--- config.mk ---
export PLATFORM = sky130hd
export DESIGN_NAME = dsi_cell
export DESIGN_NICKNAME = d
export VERILOG_FILES = /design/src/rtl/dsi_pkg.sv /design/src/rtl/dsi_cell.sv
export SDC_FILE = /design/constraint.sdc
export NUM_CORES = 1
export LEC_CHECK = 0
export ABC_CLOCK_PERIOD_IN_PS = 2800
export BUFFER_PORTS_ARGS = -buffer_cell sky130_fd_sc_hd__buf_2
export CAP_MARGIN = 20
export CORE_MARGIN = 2
export CORE_UTILIZATION = 51
export CTS_CLUSTER_SIZE = 40
export DETAILED_ROUTE_END_ITERATION = 16
export PLACE_DENSITY = 0.79
export REMOVE_ABC_BUFFERS = 1
export SLEW_MARGIN = 20
export SYNTH_ARGS = -nofsm -noshare
export SYNTH_HDL_FRONTEND = slang
export SYNTH_SLANG_ARGS = --single-unit
export TNS_END_PERCENT = 1
--- constraint.sdc ---
create_clock -name clk -period 2.8 [get_ports clk]
set_clock_uncertainty 0.15 [all_clocks]
set_input_delay 0.28 -clock clk [delete_from_list [all_inputs] [get_ports clk]]
set_output_delay 0.28 -clock clk [all_outputs]
set_load 0.01 [all_outputs]
--- src/rtl/dsi_pkg.sv ---
// ----------------------------------------------------------------------------
// dsi_pkg: shared types for the distinct set intersection block
// Request and status codes, and the token that walks the cell row.
// ----------------------------------------------------------------------------
package dsi_pkg;

  typedef enum logic [1:0] {
    REQ_CLEAR = 2'd0,
    REQ_LOAD  = 2'd1,
    REQ_PROBE = 2'd2,
    REQ_NONE  = 2'd3
  } req_t;

  typedef enum logic [2:0] {
    ST_LOADED  = 3'd0,
    ST_DUP     = 3'd1,
    ST_FULL    = 3'd2,
    ST_MISS    = 3'd3,
    ST_REPEAT  = 3'd4,
    ST_COMMON  = 3'd5,
    ST_CLEARED = 3'd6
  } status_t;

  localparam int unsigned VALUE_W = 32;

  // One request in flight along the row, with what the cells found so far
  typedef struct packed {
    logic               vld;
    req_t               kind;
    logic [VALUE_W-1:0] value;
    logic               found;   // matched a valid entry
    logic               rep;     // matched entry had already been reported
    logic               placed;  // load written into a free entry
  } token_t;

endpackage

--- src/rtl/dsi_cell.sv ---
// ----------------------------------------------------------------------------
// dsi_cell: one table entry of the membership row
// Holds one value with valid and reported flags, updates them from the
// passing token and hands the token on to the next cell through a register.
// ----------------------------------------------------------------------------
module dsi_cell (
  input  logic            clk,
  input  logic            rst_n,
  input  dsi_pkg::token_t tok_i,
  output dsi_pkg::token_t tok_o,
  output logic            ent_vld_o
);

  logic [dsi_pkg::VALUE_W-1:0] ent_val_r, ent_val_nxt;
  logic                        ent_vld_r, ent_vld_nxt;
  logic                        ent_rep_r, ent_rep_nxt;
  dsi_pkg::token_t             tok_r, tok_nxt;
  logic                        match;

  assign match = ent_vld_r && (ent_val_r == tok_i.value);

  always_comb begin
    ent_val_nxt = ent_val_r;
    ent_vld_nxt = ent_vld_r;
    ent_rep_nxt = ent_rep_r;
    tok_nxt     = tok_i;
    if (tok_i.vld) begin
      case (tok_i.kind)
        dsi_pkg::REQ_CLEAR: begin
          ent_vld_nxt = 1'b0;
          ent_rep_nxt = 1'b0;
        end
        dsi_pkg::REQ_LOAD: begin
          if (match) begin
            tok_nxt.found = 1'b1;
          end else if (!ent_vld_r && !tok_i.found && !tok_i.placed) begin
            // valid entries form a prefix, so every live entry has been checked
            ent_val_nxt    = tok_i.value;
            ent_vld_nxt    = 1'b1;
            ent_rep_nxt    = 1'b0;
            tok_nxt.placed = 1'b1;
          end
        end
        dsi_pkg::REQ_PROBE: begin
          if (match) begin
            tok_nxt.found = 1'b1;
            tok_nxt.rep   = ent_rep_r;
            ent_rep_nxt   = 1'b1;
          end
        end
        default: begin
        end
      endcase
    end
  end

  always_ff @(posedge clk) begin
    ent_val_r <= ent_val_nxt;
    if (!rst_n) begin
      ent_vld_r <= 1'b0;
      ent_rep_r <= 1'b0;
      tok_r.vld <= 1'b0;
    end else begin
      ent_vld_r <= ent_vld_nxt;
      ent_rep_r <= ent_rep_nxt;
      tok_r     <= tok_nxt;
    end
  end

  assign tok_o     = tok_r;
  assign ent_vld_o = ent_vld_r;

endmodule

==> impl_metrics.env <==
export IMPL_rsz0062_at_grt="false"
export IMPL_root_buffer="clkbuf_8"
export IMPL_timing_rr_start="ent_val_r[20]"
export IMPL_wirelength_mm=4.52
export IMPL_cts_sinks=72
export IMPL_dr_pass1_iters=4
export IMPL_leakagePower_uw=0.00130
export IMPL_synthCells=146
export IMPL_hold_class="input port to flip-flop"
export IMPL_vias_per_cell=4.85
export IMPL_final_max_slew_viol_count=0
export IMPL_num_vias=1528
export IMPL_arrival_ns=2.08
export IMPL_syn_area_per_cell_um2=18.5
export IMPL_grt_overflow_total=0
export IMPL_synth_edf_count=69
export IMPL_cts_made_buffers=9
export IMPL_cp_max_fo=3
export IMPL_area_growth_pct=25.3
export IMPL_hold_path_startpoint="tok_i[30]"
export IMPL_clkTransAtPathRegs_ns=0.07
export IMPL_num_antenna_cells=0
export IMPL_fp_row_count=26
export IMPL_crit_path_start_kind="input port"
export IMPL_die_y_um=76.9
export IMPL_dp_cells=297
export IMPL_finalCritPeriodShare_pct=76.9
export IMPL_crit_path_start="tok_i[31]"
export IMPL_wl_per_cell_um=14.3
export IMPL_whs_path_depth=1
export IMPL_htree_levels=3
export IMPL_place_port_buffers=78
export IMPL_core_area_mm2=0.00511
export IMPL_start_util_pct=53.0
export IMPL_drc=0
export IMPL_cap_violations=0
export IMPL_routabilityCongestion=0.785
export IMPL_grt_start_max_net_pins=30
export IMPL_ys_warn_count=0
export IMPL_die_w_um=76.9
export IMPL_yosysTopAreaCellShare_pct=76.5
export IMPL_grt_pass1_vias=1541
export IMPL_dp_hpwl_mm=3.22
export IMPL_die_area_mm2=0.00591
export IMPL_worstMarginPinSlew_ns=0.659
export IMPL_clk_latency_ns=0.33
export IMPL_antenna_found_initial=0
export IMPL_drtIter0Drc=87
export IMPL_setup_viol=0
export IMPL_seq_area_frac_synth_pct=78.7
export IMPL_fin_tns_setup_ns=0
export IMPL_cp_end_kind="flip-flop"
export IMPL_p_per_area_mw_per_mm2=616
export IMPL_drive_above_1_share_pct=39.6
export IMPL_synthArstFlopShare_pct=0
export IMPL_cts_tree="built"
export IMPL_ant_nets=0
export IMPL_required_ns=2.73
export IMPL_grt_first_pass_wirelength_mm=7.31
export IMPL_nets=284
export IMPL_ys_types=24
export IMPL_ys_ff_latch=72
export IMPL_fmax_mhz=464
export IMPL_netlist_area_mm2=0.00271
export IMPL_outcome="finished clean"
export IMPL_max_clock_path_buffers=2
export IMPL_period_needed_ns=2.15
export IMPL_r2r_end="tok_o[1]"
export IMPL_worstSetupPathType="input port to flip-flop"
export IMPL_grt_usage_pct=16.5
export IMPL_ff2ff_setup_slack_ns=0.85
export IMPL_peakVddDrop_v=0.000384
export IMPL_hold_viol_final=0
export IMPL_r2r_cells=5
export IMPL_ys_top_cells_by_area="edfxtp_1 (77%), xnor2_1 (9.4%), dfxtp_1 (2.2%)"
export IMPL_post_cts_repair_setup_buffers=0
export IMPL_synthFlopType="edfxtp_1"
export IMPL_yosysTopAreaCell="edfxtp_1"
export IMPL_ios=79
export IMPL_slew_headroom_pct=56.1
export IMPL_holdPathEnd="tok_o[30]"
export IMPL_layout_cells_non_filler=315
==> where the power goes <==
part           internal (uW)  leakage [uW]  switching, uW
registers               1230      0.000676           11.9
logic                   77.2      0.000534           97.2
clock network            316     0.0000874            352
total                   1630       0.00130            461
==> worst max path at each step <==
stage	cells after the start	slack, ns	to
floorplan	3	0.68	ent_val_r[0]
global placement	6	0.87	tok_o[1]
detailed placement	6	0.84	tok_o[1]
CTS	7	0.64	tok_o[1]
global route	7	0.56	tok_o[1]
finish	7	0.65	tok_o[1]
==> cells by family (layout without fill, tap and decap cells) <==
kind of cell / after synthesis / after routing / synth area share, %
flops: 72 / 72 / 78.7
buf+inv: 7 / 106 / 0.971
simple gates: 25 / 25 / 6.15
fa+ha+maj: 4 / 4 / 1.85
compound gates: 8 / 8 / 2.50
xor+xnor: 29 / 29 / 9.38
mux: 1 / 1 / 0.416
==> per-stage QoR <==
step | area, um2 | hold WS (ns) | utilization, % | setup slack (ns) | power (uW)
after floorplan | 2710 | 0.229 | - | 0.684 | 1340
after detailed placement | 3210 | 0.320 | 62.8 | 0.837 | 1440
after global routing | 3390 | 0.00259 | 66.4 | 0.557 | 2170
final | 3390 | 0.0129 | 66.4 | 0.646 | 2090
after CTS | 3390 | 0.000290 | 66.4 | 0.639 | 2110
after global placement | 3210 | 0.311 | 62.8 | 0.869 | 1440
==> cell usage in the layout (no fill, tap or decap), drive strengths merged <==
cell type    count
buf             81
mux2             1
clkinv           6
xnor2           29
nor3             1
nor4             1
nand2b           1
o2111a           2
nor2b            1
edfxtp          69
inv              7
nor3b            2
dfxtp            3
ha               4
a21oi            2
and2             4
a221oi           1
a41oi            1
nand4            8
nand2            2
nand3            1
dlygate4sd3      2
nand3b           1
a222oi           1
a21o             1
nor2             3
clkbuf          10
==> metal layers <==
layer / wire, um / vias to the layer above / GRT usage (%)
li1: - / 738 / -
met1: 2010 / 726 / 21.5
met2: 2190 / 56 / 25.2
met3: 246 / 8 / 4.82
met4: 73 / 0 / 8.73
met5: 0 / - / 0
==> cells in the mapped netlist, drive strengths merged (2+ instances only) <==
| library cell | instances |
|---|---|
| a21oi | 2 |
| dfxtp | 3 |
| nand2 | 2 |
| edfxtp | 69 |
| and2 | 4 |
| o2111a | 2 |
| nor2 | 3 |
| nor3b | 2 |
| ha | 4 |
| inv | 7 |
| xnor2 | 29 |
| nand4 | 8 |
==> layout make-up <==
cell class	count	area, um2
well taps	70	87.6
clock inverters	6	36.3
flip-flops and latches	72	2130
clock buffers	10	128
multi-input cells	67	549
repair buffers	83	433
fillers	387	1720
inverters	7	26.3
==> worst max-delay path, stage by stage <==
cell,delay [ns]
dlygate4sd3_1,0.52
buf_2,0.14
xnor2_1,0.18
nand4_2,0.16
nor4_4,0.33
nand4_1,0.14
mux2_1,0.33
==> registers in the layout (all words and copies together), names as in the netlist <==
signal,cells
tok_o,38
ent_val_r,32
ent_rep_r,1
ent_vld_o,1
==> repair_timing <==
action	4_1_cts	5_1_grt
gates resized for setup	0	0
hold endpoints to repair	4	0
hold buffers	2	0
Power figures use the tool's default switching activity.
